==> config.mk <==
export PLATFORM = sky130hd
export DESIGN_NAME = assn_div
export DESIGN_NICKNAME = d
export VERILOG_FILES = /design/src/hdl/assn_pkg.sv /design/src/hdl/assn_div.sv
export VERILOG_INCLUDE_DIRS = /design/src /design/src/hdl
export SDC_FILE = /design/constraint.sdc
export NUM_CORES = 1
export LEC_CHECK = 0
export BUFFER_PORTS_ARGS = -buffer_cell sky130_fd_sc_hd__buf_4
export CAP_MARGIN = 5
export CELL_PAD_IN_SITES_DETAIL_PLACEMENT = 1
export CELL_PAD_IN_SITES_GLOBAL_PLACEMENT = 2
export CORE_UTILIZATION = 38
export CTS_BUF_LIST = sky130_fd_sc_hd__clkbuf_4 sky130_fd_sc_hd__clkbuf_8 sky130_fd_sc_hd__clkbuf_16
export DETAILED_ROUTE_END_ITERATION = 10
export GPL_TIMING_DRIVEN = 0
export PLACE_DENSITY_LB_ADDON = 0.08
export REMOVE_ABC_BUFFERS = 1
export SYNTH_ARGS = -nofsm -noshare
export SYNTH_HDL_FRONTEND = slang
export SYNTH_SLANG_ARGS = --single-unit
export TNS_END_PERCENT = 5
==> constraint.sdc <==
create_clock -name clk -period 5.9 [get_ports clk]
set_input_delay 1.18 -clock clk [delete_from_list [all_inputs] [get_ports clk]]
set_output_delay 1.18 -clock clk [all_outputs]
set_load 0.03 [all_outputs]
==> src/hdl/additive_sine_sweep_synth_unit_assert.svh <==
// assertion macros shared by the synthesiser modules
// expects clk and rst to be visible where a macro is used
`ifndef ADDITIVE_SINE_SWEEP_SYNTH_UNIT_ASSERT_SVH
`define ADDITIVE_SINE_SWEEP_SYNTH_UNIT_ASSERT_SVH
// same-cycle implication
`define ASSN_HOLDS(label, ante, cons, msg) \
  label: assert property (@(posedge clk) disable iff (rst) (ante) |-> (cons)) \
    else $error(msg);
// next-cycle implication
`define ASSN_NEXT(label, ante, cons, msg) \
  label: assert property (@(posedge clk) disable iff (rst) (ante) |=> (cons)) \
    else $error(msg);
`endif

==> src/hdl/assn_pkg.sv <==
// shared types, constants and the sine table builder for the sweep synthesiser
// used by assn_div, assn_core and additive_sine_sweep_synth_unit
package assn_pkg;

  localparam int MAX_COMPONENTS_DEF  = 4;
  localparam int SINE_TABLE_BITS_DEF = 10;
  localparam int MAX_BLOCK           = 64;
  localparam int FADE_SAMPLES        = 100;

  localparam int LANE_W    = 12;
  localparam int DIV_NUM_W = 57;
  localparam int DIV_DEN_W = 24;
  localparam int CFG_IDX_W = 3;
  localparam int CFG_DAT_W = 48;

  localparam logic [63:0] HALF_PI_Q30 = 64'd1686629713;
  localparam longint ONE_Q30 = 64'sd1 <<< 30;
  localparam logic [63:0] TAYLOR_DIV [8] = '{64'd6, 64'd20, 64'd42, 64'd72,
                                             64'd110, 64'd156, 64'd210, 64'd272};

  typedef enum logic [CFG_IDX_W-1:0] {
    CFG_NUM_COMPONENTS = 3'd0,
    CFG_MULTIPLIERS    = 3'd1,
    CFG_WEIGHTS        = 3'd2,
    CFG_START_STEP     = 3'd3,
    CFG_END_STEP       = 3'd4,
    CFG_START_GAIN     = 3'd5,
    CFG_END_GAIN       = 3'd6,
    CFG_NOTE_LENGTH    = 3'd7
  } cfg_reg_e;

  typedef struct packed {
    logic [2:0]  num_components;
    logic [47:0] component_multipliers;
    logic [47:0] component_weights;
    logic [31:0] start_step;
    logic [31:0] end_step;
    logic [15:0] start_gain;
    logic [15:0] end_gain;
    logic [23:0] note_length;
  } cfg_t;

  typedef struct packed {
    logic [23:0] start_sample;
    logic [6:0]  sample_count;
  } in_item_t;

  typedef struct packed {
    logic signed [15:0] sample_value;
    logic               clipped;
    logic               last;
  } out_item_t;

  typedef struct packed {
    logic                 start;
    logic [DIV_NUM_W-1:0] num;
    logic [DIV_DEN_W-1:0] den;
  } div_req_t;

  typedef struct packed {
    logic                 done;
    logic [DIV_NUM_W-1:0] quot;
  } div_rsp_t;

  typedef enum logic [3:0] {
    ST_IDLE,
    ST_STEP_MUL,
    ST_STEP_GO,
    ST_GAIN_MUL,
    ST_GAIN_GO,
    ST_FIN_GO,
    ST_FOUT_GO,
    ST_DIV_WAIT,
    ST_COMP_INC,
    ST_COMP_PHASE,
    ST_COMP_ACC,
    ST_FADE,
    ST_SCALE,
    ST_ROUND,
    ST_EMIT
  } state_t;

  typedef enum logic [1:0] {
    TAG_STEP,
    TAG_GAIN,
    TAG_FIN,
    TAG_FOUT
  } div_tag_t;

  // one quarter-wave entry, q30 taylor series, rounded to q1.15
  function automatic logic [15:0] sine_entry(input int unsigned k, input int unsigned qbits);
    logic [63:0] x;
    logic [63:0] t;
    longint      s;
    x = (64'(k) * HALF_PI_Q30) >> qbits;
    t = x;
    s = longint'(x);
    for (int i = 1; i <= 8; i++) begin
      t = (t * x) >> 30;
      t = (t * x) >> 30;
      t = t / TAYLOR_DIV[i-1];
      if (i % 2 == 1) begin
        s = s - longint'(t);
      end else begin
        s = s + longint'(t);
      end
    end
    if (s < 0) s = 0;
    if (s > ONE_Q30) s = ONE_Q30;
    s = (s + 64'sd16384) >>> 15;
    if (s > 32767) s = 32767;
    return 16'(s);
  endfunction

endpackage

==> src/hdl/assn_div.sv <==
// restoring unsigned divider, one quotient bit per cycle
// depends on assn_pkg for the request and response structs
`include "additive_sine_sweep_synth_unit_assert.svh"
module assn_div (
  input  logic               clk,
  input  logic               rst,
  input  assn_pkg::div_req_t req,
  output assn_pkg::div_rsp_t rsp
);
  import assn_pkg::*;

  localparam int CNT_W = $clog2(DIV_NUM_W);

  logic                 busy;
  logic                 done;
  logic [CNT_W-1:0]     cnt;
  logic [DIV_NUM_W-1:0] quo;
  logic [DIV_DEN_W-1:0] rem;
  logic [DIV_DEN_W-1:0] den;
  logic [DIV_DEN_W:0]   rem_sh;
  logic [DIV_DEN_W:0]   rem_sub;
  logic                 ge;

  assign rem_sh  = {rem, quo[DIV_NUM_W-1]};
  assign rem_sub = rem_sh - {1'b0, den};
  assign ge      = rem_sh >= {1'b0, den};

  always_ff @(posedge clk) begin
    if (rst) begin
      busy <= 1'b0;
      done <= 1'b0;
      cnt  <= '0;
    end else begin
      done <= 1'b0;
      if (req.start) begin
        busy <= 1'b1;
        cnt  <= '0;
      end else if (busy) begin
        cnt <= cnt + CNT_W'(1);
        if (cnt == CNT_W'(DIV_NUM_W - 1)) begin
          busy <= 1'b0;
          done <= 1'b1;
        end
      end
    end
  end

  always_ff @(posedge clk) begin
    if (req.start) begin
      quo <= req.num;
      rem <= '0;
      den <= req.den;
    end else if (busy) begin
      quo <= {quo[DIV_NUM_W-2:0], ge};
      rem <= ge ? rem_sub[DIV_DEN_W-1:0] : rem_sh[DIV_DEN_W-1:0];
    end
  end

  assign rsp.done = done;
  assign rsp.quot = quo;

  `ASSN_HOLDS(a_start_idle, req.start, !busy, "divider started while busy")

endmodule

==> results.md, run 1 <==
* Outcome: finished clean
* Clock buffer depth at 2
* Skew-Pair Late Insertion Delay at 0.41 ns
* Wire length on met2 at 7.22 mm
* Max-slew headroom at 16.7%
* Ratio of cells with drive above 1 in the final layout at 39.1%
* Ys flop type: edfxtp_1
* Final Cycle Share at 59.7%
* Die width at 128 um
* PD cells at 321 mW/mm2
* Share of the synthesized area in the top cell type at 40.5%
* #FFs+latches synth at 113
* Sw Share at 28.5%
* Synth top cells by count: 81 x edfxtp_1, 58 x mux2_2, 40 x inv_1, 35 x nor2_1, 32 x dfxtp_1
* WL met1 at 6.52 mm
* Critical path class: register to register
* Worst slack, placed at 1.96 ns
* Worst Hold Class: register to register
* Most frequent cell after synthesis: edfxtp_1
* Row cnt at 45
* Total power at 2.50 mW
* HPWL after detailed placement at 10.7 mm
* Largest cells by area after synthesis: edfxtp_1 41%, mux2_2 11%, dfxtp_1 11%
* Critical R2R Launch: den[1]
* Synth Area per Inst at 12.0 um2
* Met3 WL at 1.23 mm
* Max-slew violations at 0
* Initial antenna violation count at 0
* Synth Instances at 499
* First-pass GRT wire length at 24.8 mm
* MaxCap Viol Count at 0
* Highest routed layer: met4
* Vias/cell at 5.12
* Final setup viols at 0
* I/O pins at 142
* H-tree Lvls at 4
* Inserted Clock Buffers at 17
* Logic pwr share at 20.6%
* P_int at 1.79 mW
* DRT iter0 DRCs at 194
* Worst Hold Endpoint: cnt[5]
* Sw Pwr at 0.713 mW
* Clock Power Share at 40.1%
* Crit-path max FO at 16
* Chip height at 128 um
* Ant. Diodes at 0
* Antenna Violating Nets Remaining at 0
* Drt wl/cell at 17.4 um
* Synth cell types at 75
* CTS root buf: clkbuf_16
* Area Overhead vs Synth at 29.7%
* Initial core utilization at 39.2%
* Post-DP Area at 0.00721 mm2
* CTS tree: built
* RSZ-0062 raised after global routing: no
* Critical path data required time at 6.21 ns
* Final instance area at 0.00778 mm2
* Clk_skew at 0.0106 ns
* Placer Congestion at 0.758
* Final worst slack at 2.38 ns
* CP Launch Type: register
* Setup tns final at 0 ns
* Reg-to-Reg End: rem[10]
* Fmax at 284 MHz
* Hold Path Cell Cnt at 2
* Reg2reg path depth at 10
* Max VDD drop at 0.000210 V
* Pin count of the biggest net entering global routing at 102
* Slew @ Worst Pin at 1.25 ns
* Worst path slowest cell: and2_1
* Resize count post-CTS at 0
* WL final at 15.1 mm
* Reg clk slew, reported paths at 0.06 ns
* Finished Core Util at 50.8%
* Vias in the first global route at 4958
* Arrival time at the worst endpoint at 3.84 ns
* Synthesis Warnings at 0
* Flop-to-flop setup slack at 2.38 ns
* Cell Area, Synth at 0.00600 mm2
* Reg power frac at 39.3%
* CP Capture Type: register
* Pleak at 3.22 nW
* CP cell instances: inv_1 > ha_1 > nor2b_4 > o31a_1 > o41ai_4 > o32ai_2 > o311ai_4 > and2_1 > nand2_1 > a311oi_2
* Minimum clock period at 3.52 ns
* Port Buffers at 141
* Hold Violations, Final at 0
* GR Overflow Total at 0
* Post-synth EDFFs at 81
* Overall global routing resource usage at 19.7%
* Total number of vias at 4433
* Filler instances at 1669
* HP Start: cnt[5]
* Drt first pass iters at 4
* Nets@finish at 753
* Core Area at 0.0153 mm2
* Sink Count at 113
* Async set-or-reset flop fraction in the synthesized netlist at 0%
* Sequential element share of the synthesized area at 51.2%
* Post-CTS Hold Buffers at 0
* Die Footprint at 0.0163 mm2
* Worst path max stage delay at 0.70 ns
* Drt drc at 0
* Setup Fix Bufs, Post-CTS at 0
* Dominant cell type by area after synthesis: edfxtp_1
critical path: cells and delay by family (launching register included):
family / cells / cell delay [ns]
buffers and inverters: 1 / 0.08
flip-flops: 1 / 0.42
AO/OA/AOI/OAI: 5 / 1.66
AND/OR/NAND/NOR: 3 / 1.01
adder cells (fa/ha/maj): 1 / 0.25
area by class of cell:
cell class	count	area (um2)	share of cell area, %
flip-flops and latches	113	3070	39.5
multi-input cells	328	2650	34.0
repair buffers	142	1080	13.9
clock buffers	18	433	5.56
well taps	211	264	3.39
inverters	40	150	1.93
clock inverters	14	140	1.80
flip-flops by register name, summed over array words and instances (netlist names):
register / flops
quo: 57
den: 24
rem: 24
cnt: 6
busy: 1
done: 1
metal layers:
layer	GRT usage, %	up-vias
li1	-	2149
met1	23.0	2170
met2	32.7	106
met3	9.06	8
met4	5.19	0
met5	0	-
cells by family after synthesis:
| kind of cell | share of synthesized area (%) |
|---|---|
| flip-flops | 51.2 |
| buffers and inverters | 4.71 |
| AND/OR/NAND/NOR | 8.65 |
| AO/OA/AOI/OAI | 14.3 |
| XOR/XNOR | 2.77 |
| adder cells (fa/ha/maj) | 5.75 |
| multiplexers | 12.6 |
stage by stage:
step / instances / hold slack, ns
floorplan: 481 / 0.453
global placement: 833 / 0.471
CTS: 866 / 0.495
detailed placement: 834 / 0.487
finish: 866 / 0.495
global route: 866 / 0.523
how the worst max path moves through the flow:
| stage | startpoint | end | cells past startpoint |
|---|---|---|---|
| after floorplan | quo[56] | rem[19] | 10 |
| after CTS | den[1] | rem[11] | 10 |
| after detailed placement | req[81] | quo[10] | 4 |
| final | den[1] | rem[10] | 10 |
| after global placement | req[81] | quo[28] | 3 |
| after global routing | den[1] | rem[4] | 10 |
cell usage in the layout, fill, tap and decap left out, types with 4 or more instances in the layout:
master,Yosys,routed
xor2_1,4,4
nand4_1,4,4
dfxtp_1,32,31
nand2_1,25,25
xnor2_1,15,15
clkinv_2,0,4
a21o_1,4,4
clkinvlp_4,0,4
nor3_1,4,4
buf_4,4,141
nand3_1,4,4
clkbuf_16,0,17
nor2_1,35,35
a32oi_1,5,5
mux2i_1,10,10
a21oi_1,16,16
o21a_1,8,8
and2_1,4,4
a211oi_1,12,12
edfxtp_1,81,81
inv_1,40,39
mux2_2,58,58
o21ai_0,21,21
ha_1,26,26
nand2b_1,5,5
power by group through the flow:
stage	sequential (mW)	clock, mW	combinational (mW)
after floorplan	1.07	0	0.247
after global placement	0.996	0	0.504
after detailed placement	0.996	0	0.516
after CTS	0.983	1.03	0.519
after global routing	0.992	1.06	0.560
final	0.982	1.00	0.514
No activity file was read; power rests on OpenSTA's default activity.
==> run 2, diff against run 1 <==
Settings changed: CORE_UTILIZATION 38 to 35.
Clock period 5.9 ns to 3.6 ns, I/O delays scaled along.
==> run 2 against run 1 <==
  * Non-clock buffer count rose by 1
  * Hold slack worse by 0.039 ns
  * Register-to-register slack worse by 2.1 ns
  * Combinational power is 63% higher
  * Worst setup slack lost 2.1 ns
  * Maximum frequency is 4.9% higher
  * Sequential power increased by 64%
  * Cell count is 1.2% higher
  * Global-route usage decreased by 1.8 points
  * First-iteration DRC count is 26% lower
  * Critical path type unchanged
==> results.md, run 2 (synthesis gave the netlist of run 1 again) <==
* Outcome: finished clean
* CP Launch Type: register
* Reg clk slew, reported paths at 0.06 ns (about the same)
* H-tree Lvls at 4 (unchanged)
* Placer Congestion at 0.761 (+0.50%)
* Worst hold slack at 0.456 ns (-0.0394 ns)
* Minimum clock period at 3.36 ns (-0.165 ns)
* CP Capture Type: register
* Hold Violations, Final at 0 (unchanged)
* Worst Hold Class: input port to register
* DRT iter0 DRCs at 144 (-26%)
* PD cells at 551 mW/mm2 (+72%)
* Drt first pass iters at 6 (+2)
* Post-DP Area at 0.00722 mm2 (+0.16%)
* Final setup viols at 0 (unchanged)
* CP cell instances: inv_1 > ha_1 > nor2b_4 > o31a_1 > o41ai_4 > o32ai_2 > o311ai_4 > nand2_2 > mux2_2
* Die width at 133 um (+4.1%)
* Ant. Diodes at 0 (unchanged)
* Total number of vias at 4458 (+0.56%)
* Max-slew headroom at 35.4% (+19 points)
* Filler instances at 1774 (+6.3%)
* Flop-to-flop setup slack at 0.24 ns (-2.14 ns)
* WL final at 14.9 mm (-1.3%)
* Worst path max stage delay at 0.50 ns (-0.20 ns)
* CTS tree: built
* Commonest non-fill, non-tap cell in the layout: buf_4
* Setup Fix Bufs, Post-CTS at 0 (unchanged)
* Clk_skew at 0.00574 ns (-0.00489 ns)
* Slew @ Worst Pin at 0.957 ns (-0.293 ns)
* Core Area at 0.0166 mm2 (+8.7%)
* RSZ-0062 raised after global routing: no
* Final Cycle Share at 93.3% (+34 points)
* Reg2reg path depth at 9 (-1)
* Initial core utilization at 36.1% (-3.1 points)
* Row cnt at 47 (+4.4%)
* Pleak at 3.28 nW (+1.8%)
* Fmax at 298 MHz (+4.9%)
* Nets@finish at 754 (+0.13%)
* Critical path data required time at 3.77 ns (-2.44 ns)
* Vias in the first global route at 4865 (-1.9%)
* HP Start: rst
* Worst Hold Endpoint: busy
* Inserted Clock Buffers at 17 (unchanged)
* Pin count of the biggest net entering global routing at 102 (unchanged)
* MaxCap Viol Count at 0 (unchanged)
* Overall global routing resource usage at 17.9% (-1.8 points)
* Top flop regs: quo x57, den x24, rem x24
* Finished Core Util at 47.6% (-3.3 points)
* Critical path class: register to register
* Vias/cell at 5.09 (-0.58%)
* Top reg by flops: quo
* Hold Path Cell Cnt at 2 (unchanged)
* HPWL after detailed placement at 10.5 mm (-2.1%)
* Drt drc at 0 (unchanged)
* Antenna Violating Nets Remaining at 0 (unchanged)
* I/O pins at 142 (unchanged)
* Die Footprint at 0.0177 mm2 (+8.4%)
* Sink Count at 113 (unchanged)
* Drt wl/cell at 17.0 um (-2.5%)
* Final instance area at 0.00792 mm2 (+1.7%)
* Skew-Pair Late Insertion Delay at 0.42 ns (about the same)
* Clock buffer depth at 2 (unchanged)
* Max-slew violations at 0 (unchanged)
* GR Overflow Total at 0 (unchanged)
* Crit-path max FO at 16 (unchanged)
* Port Buffers at 141 (unchanged)
* Max FFs per register at 57 (unchanged)
* Arrival time at the worst endpoint at 3.53 ns (-0.31 ns)
* Worst path slowest cell: o311ai_4
* CTS root buf: clkbuf_16
* Setup tns final at 0 ns (unchanged)
* Area Overhead vs Synth at 31.9%
* Commonest cells after routing, fill and taps aside: 141 x buf_4, 81 x edfxtp_1, 58 x mux2_2
* Initial antenna violation count at 0 (unchanged)
* First-pass GRT wire length at 24.4 mm (-1.8%)
* Critical R2R Launch: den[1]
* Reg-to-Reg End: quo[0]
* Chip height at 133 um (+4.1%)
* Max VDD drop at 0.000335 V (+60%)
* Ratio of cells with drive above 1 in the final layout at 38.9% (-0.21 points)
## run 2: changes by cell type in the layout (fill, tap and decap cells not counted), moves of 3 or more
cell | previous run | this run
bufinv_16 | 2 | 6
clkinv_2 | 4 | 0
clkinv_1 | 1 | 4
clkinvlp_4 | 4 | 1
## run 2: metal layers
layer	vias up	share of wire, %	global-route usage [%]	wire length [um]
met5	-	0	0	0
met4	0	1.2	5.94	180
li1	2149	-	-	-
met3	16	6.5	6.40	970
met1	2187	42	20.3	6210
met2	106	51	30.9	7530
## run 2: cell type report
cell class / instances / area [um2] / area share, %
flip-flops and latches: 113 / 3070 / 38.8
repair buffers: 143 / 1110 / 14.0
clock buffers: 17 / 425 / 5.37
well taps: 220 / 275 / 3.48
clock inverters: 15 / 238 / 3.00
multi-input cells: 328 / 2650 / 33.4
inverters: 40 / 150 / 1.90
## run 2: critical path: cells and delay by family (launching register included)
family	cells	cell delay, ns
buffers and inverters	1	0.08
adders and majority gates	1	0.24
AOI/OAI and AO/OA	4	1.38
DFF	1	0.41
muxes	1	0.40
and+or+nand+nor	2	0.60
## run 2: per-stage QoR
step                instances  power, mW  worst slack, ns
floorplan                 481       2.16            0.674
global placement          842       2.45           -0.874
detailed placement        843       2.48           0.0461
CTS                       875       4.42          0.00583
global route              876       4.55           0.0310
finish                    876       4.36            0.242
## run 2: how the worst max path moves through the flow
stage	startpoint	endpoint	slack (ns)	cells past startpoint
6_report	den[1]	quo[0]	0.24	9
5_1_grt	den[1]	quo[0]	0.03	9
4_1_cts	den[1]	rem[4]	0.006	10
3_5_place_dp	den[1]	rem[4]	0.05	10
3_3_place_gp	req[81]	quo[33]	-0.87	3
2_1_floorplan	quo[56]	rem[19]	0.67	10
## run 2: power by group
part	switching [mW]	internal [mW]	leakage, nW
registers	0.0743	1.53	1.07
logic	0.467	0.373	1.89
clock network	0.624	1.29	0.318
## run 2: what timing repair did
item	CTS	global route
gates resized for setup	0	1
hold buffers	0	0
endpoints found under the setup margin	0	12
==> run 3, diff against run 2 <==
Clock period 3.6 ns to 3.1 ns, I/O delays scaled along.
==> run 3 against run 2 <==
  * Routed wire length is 1.4% higher
  * Non-clock buffer count up 3
  * Sequential power grew 16%
  * Worst setup slack worse by 0.15 ns
  * Cell count increased by 0.46%
  * First-iteration DRC count rose by 10%
  * Critical path type unchanged
  * Largest cell class unchanged
  * Largest power group unchanged
==> results.md, run 3 (synthesis gave the netlist of run 1 again) <==
* Chip height at 133 um (unchanged)
* Clk_skew at 0.00604 ns (+0.000300 ns)
* Drt drc at 0 (unchanged)
* Met3 WL at 946 um (-2.5%)
* Max FFs per register at 57 (unchanged)
* WL met1 at 6.33 mm (+2.0%)
* Drt wl/cell at 17.2 um (+0.94%)
* Critical path data required time at 3.27 ns (-0.50 ns)
* Max VDD drop at 0.000390 V (+17%)
* Overall global routing resource usage at 17.9% (+0.041 points)
* Top reg by flops: quo
* MaxCap Viol Count at 0 (unchanged)
* Sw Pwr at 1.36 mW (+17%)
* Reg power frac at 36.7% (about the same)
* Final setup viols at 0 (unchanged)
* Port Buffers at 141 (unchanged)
* Worst Hold Class: input port to register
* Die width at 133 um (unchanged)
* Commonest non-fill, non-tap cell in the layout: buf_4
* CP Capture Type: register
* Multi-input gate area at 0.00268 mm2 (+1.3%)
* RSZ-0062 raised after global routing: yes
* Area Overhead vs Synth at 32.9%
* Slew @ Worst Pin at 0.957 ns (-0.000159 ns)
* Drt first pass iters at 4 (-2)
* Nets@finish at 758 (+0.53%)
* Wire length on met2 at 7.64 mm (+1.4%)
* Filler instances at 1773 (-0.056%)
* Vias/cell at 5.09 (about the same)
* Hold Violations, Final at 0 (unchanged)
* Vias in the first global route at 4866 (+0.021%)
* First-pass GRT wire length at 24.4 mm (+0.20%)
* Arrival time at the worst endpoint at 3.18 ns (-0.35 ns)
* CTS tree: built
* Critical path class: register to register
* Clock Power Share at 43.8% (about the same)
* Pleak at 3.30 nW (+0.65%)
* Top flop regs: quo x57, den x24, rem x24
* CTS root buf: clkbuf_16
* Placer Congestion at 0.761 (unchanged)
* Total number of vias at 4476 (+0.40%)
* Max-slew headroom at 36.0% (+0.58 points)
* Initial antenna violation count at 0 (unchanged)
* Antenna Violating Nets Remaining at 0 (unchanged)
* CP Launch Type: register
* Inserted Clock Buffers at 17 (unchanged)
* Flop-to-flop setup slack at 0.09 ns (-0.15 ns)
* PD cells at 637 mW/mm2 (+16%)
* Reg clk slew, reported paths at 0.06 ns (about the same)
* GR Overflow Total at 0 (unchanged)
* DRT iter0 DRCs at 159 (+10%)
* Sw Share at 26.7% (+0.040 points)
* Outcome: finished clean
* Ratio of cells with drive above 1 in the final layout at 39.7% (+0.83 points)
* Pin count of the biggest net entering global routing at 102 (unchanged)
* P_int at 3.72 mW (+16%)
* Core Area at 0.0166 mm2 (unchanged)
* Die Footprint at 0.0177 mm2 (unchanged)
* H-tree Lvls at 4 (unchanged)
* Clock buffer depth at 2 (unchanged)
* HPWL after detailed placement at 10.5 mm (unchanged)
* WL final at 15.1 mm (+1.4%)
* Total power at 5.08 mW (+16%)
* Register area at 0.00307 mm2 (unchanged)
* Ant. Diodes at 0 (unchanged)
* Logic pwr share at 19.5% (+0.2 points)
* Setup tns final at 0 ns (unchanged)
* Minimum clock period at 3.01 ns (-0.348 ns)
* Highest routed layer: met4
* Initial core utilization at 36.1% (unchanged)
* Max-slew violations at 0 (unchanged)
* Final worst slack at 0.0898 ns (-0.152 ns)
* Row cnt at 47 (unchanged)
* Final Cycle Share at 97.1% (+3.8 points)
* Sink Count at 113 (unchanged)
* Crit-path max FO at 16 (unchanged)
* Fmax at 332 MHz (+12%)
* I/O pins at 142 (unchanged)
* Commonest cells after routing, fill and taps aside: 144 x buf_4, 81 x edfxtp_1, 58 x mux2_2
* Worst slack, placed at -0.454 ns (-0.500 ns)
* Skew-Pair Late Insertion Delay at 0.42 ns (about the same)
## run 3: final cells by class
type / count / area share [%]
multi-input cells: 329 / 33.6
inverters: 40 / 1.88
clock inverters: 15 / 2.98
well taps: 220 / 3.45
clock buffers: 17 / 5.34
repair buffers: 146 / 14.2
flip-flops and latches: 113 / 38.6
## run 3: power by group through the flow
stage | Clock (mW) | Combinational (mW) | Sequential, mW
after floorplan | 0 | 0.469 | 2.04
after global placement | 0 | 0.958 | 1.89
after detailed placement | 0 | 0.984 | 1.90
after CTS | 2.28 | 0.990 | 1.87
after global routing | 2.33 | 1.08 | 1.89
final | 2.22 | 0.992 | 1.87
## run 3: path summary, 6_finish.rpt
kind                from     end  cells past startpoint
setup reg to reg  den[1]  quo[0]                     10
hold reg to reg   cnt[5]  cnt[5]                      2
hold / removal       rst    busy                      2
setup / recovery  den[1]  quo[0]                     10
## run 3: stage by stage
step | util (%) | hold slack, ns | instances | instance area (um2)
after detailed placement | 43.4 | 0.491 | 843 | 7220
after global placement | 43.3 | 0.468 | 842 | 7200
after CTS | 47.5 | 0.335 | 876 | 7900
final | 47.9 | 0.355 | 880 | 7970
after global routing | 47.9 | 0.348 | 880 | 7970
after floorplan | - | 0.453 | 481 | 5870
## run 3: worst max-delay path: stages (launching register included)
cell,delay [ns]
edfxtp_1,0.41
inv_1,0.08
ha_1,0.24
nor2b_4,0.14
o31a_1,0.31
o41ai_4,0.40
o32ai_2,0.17
o311ai_4,0.37
buf_4,0.20
nand2_8,0.13
mux2_2,0.31
## run 3: layer usage
metal | global-route usage [%] | vias to the layer above
met2 | 31.1 | 101
met5 | 0 | -
met4 | 5.75 | 0
met3 | 6.40 | 19
met1 | 20.4 | 2197
li1 | - | 2159
## run 3: timing repair
item                       in CTS  in global routing
setup buffers                   1                  2
hold buffers                    0                  0
gates resized for setup         5                  5
pin swaps                       1                  1
cloned                          0                  1
setup endpoints to repair      25                 21
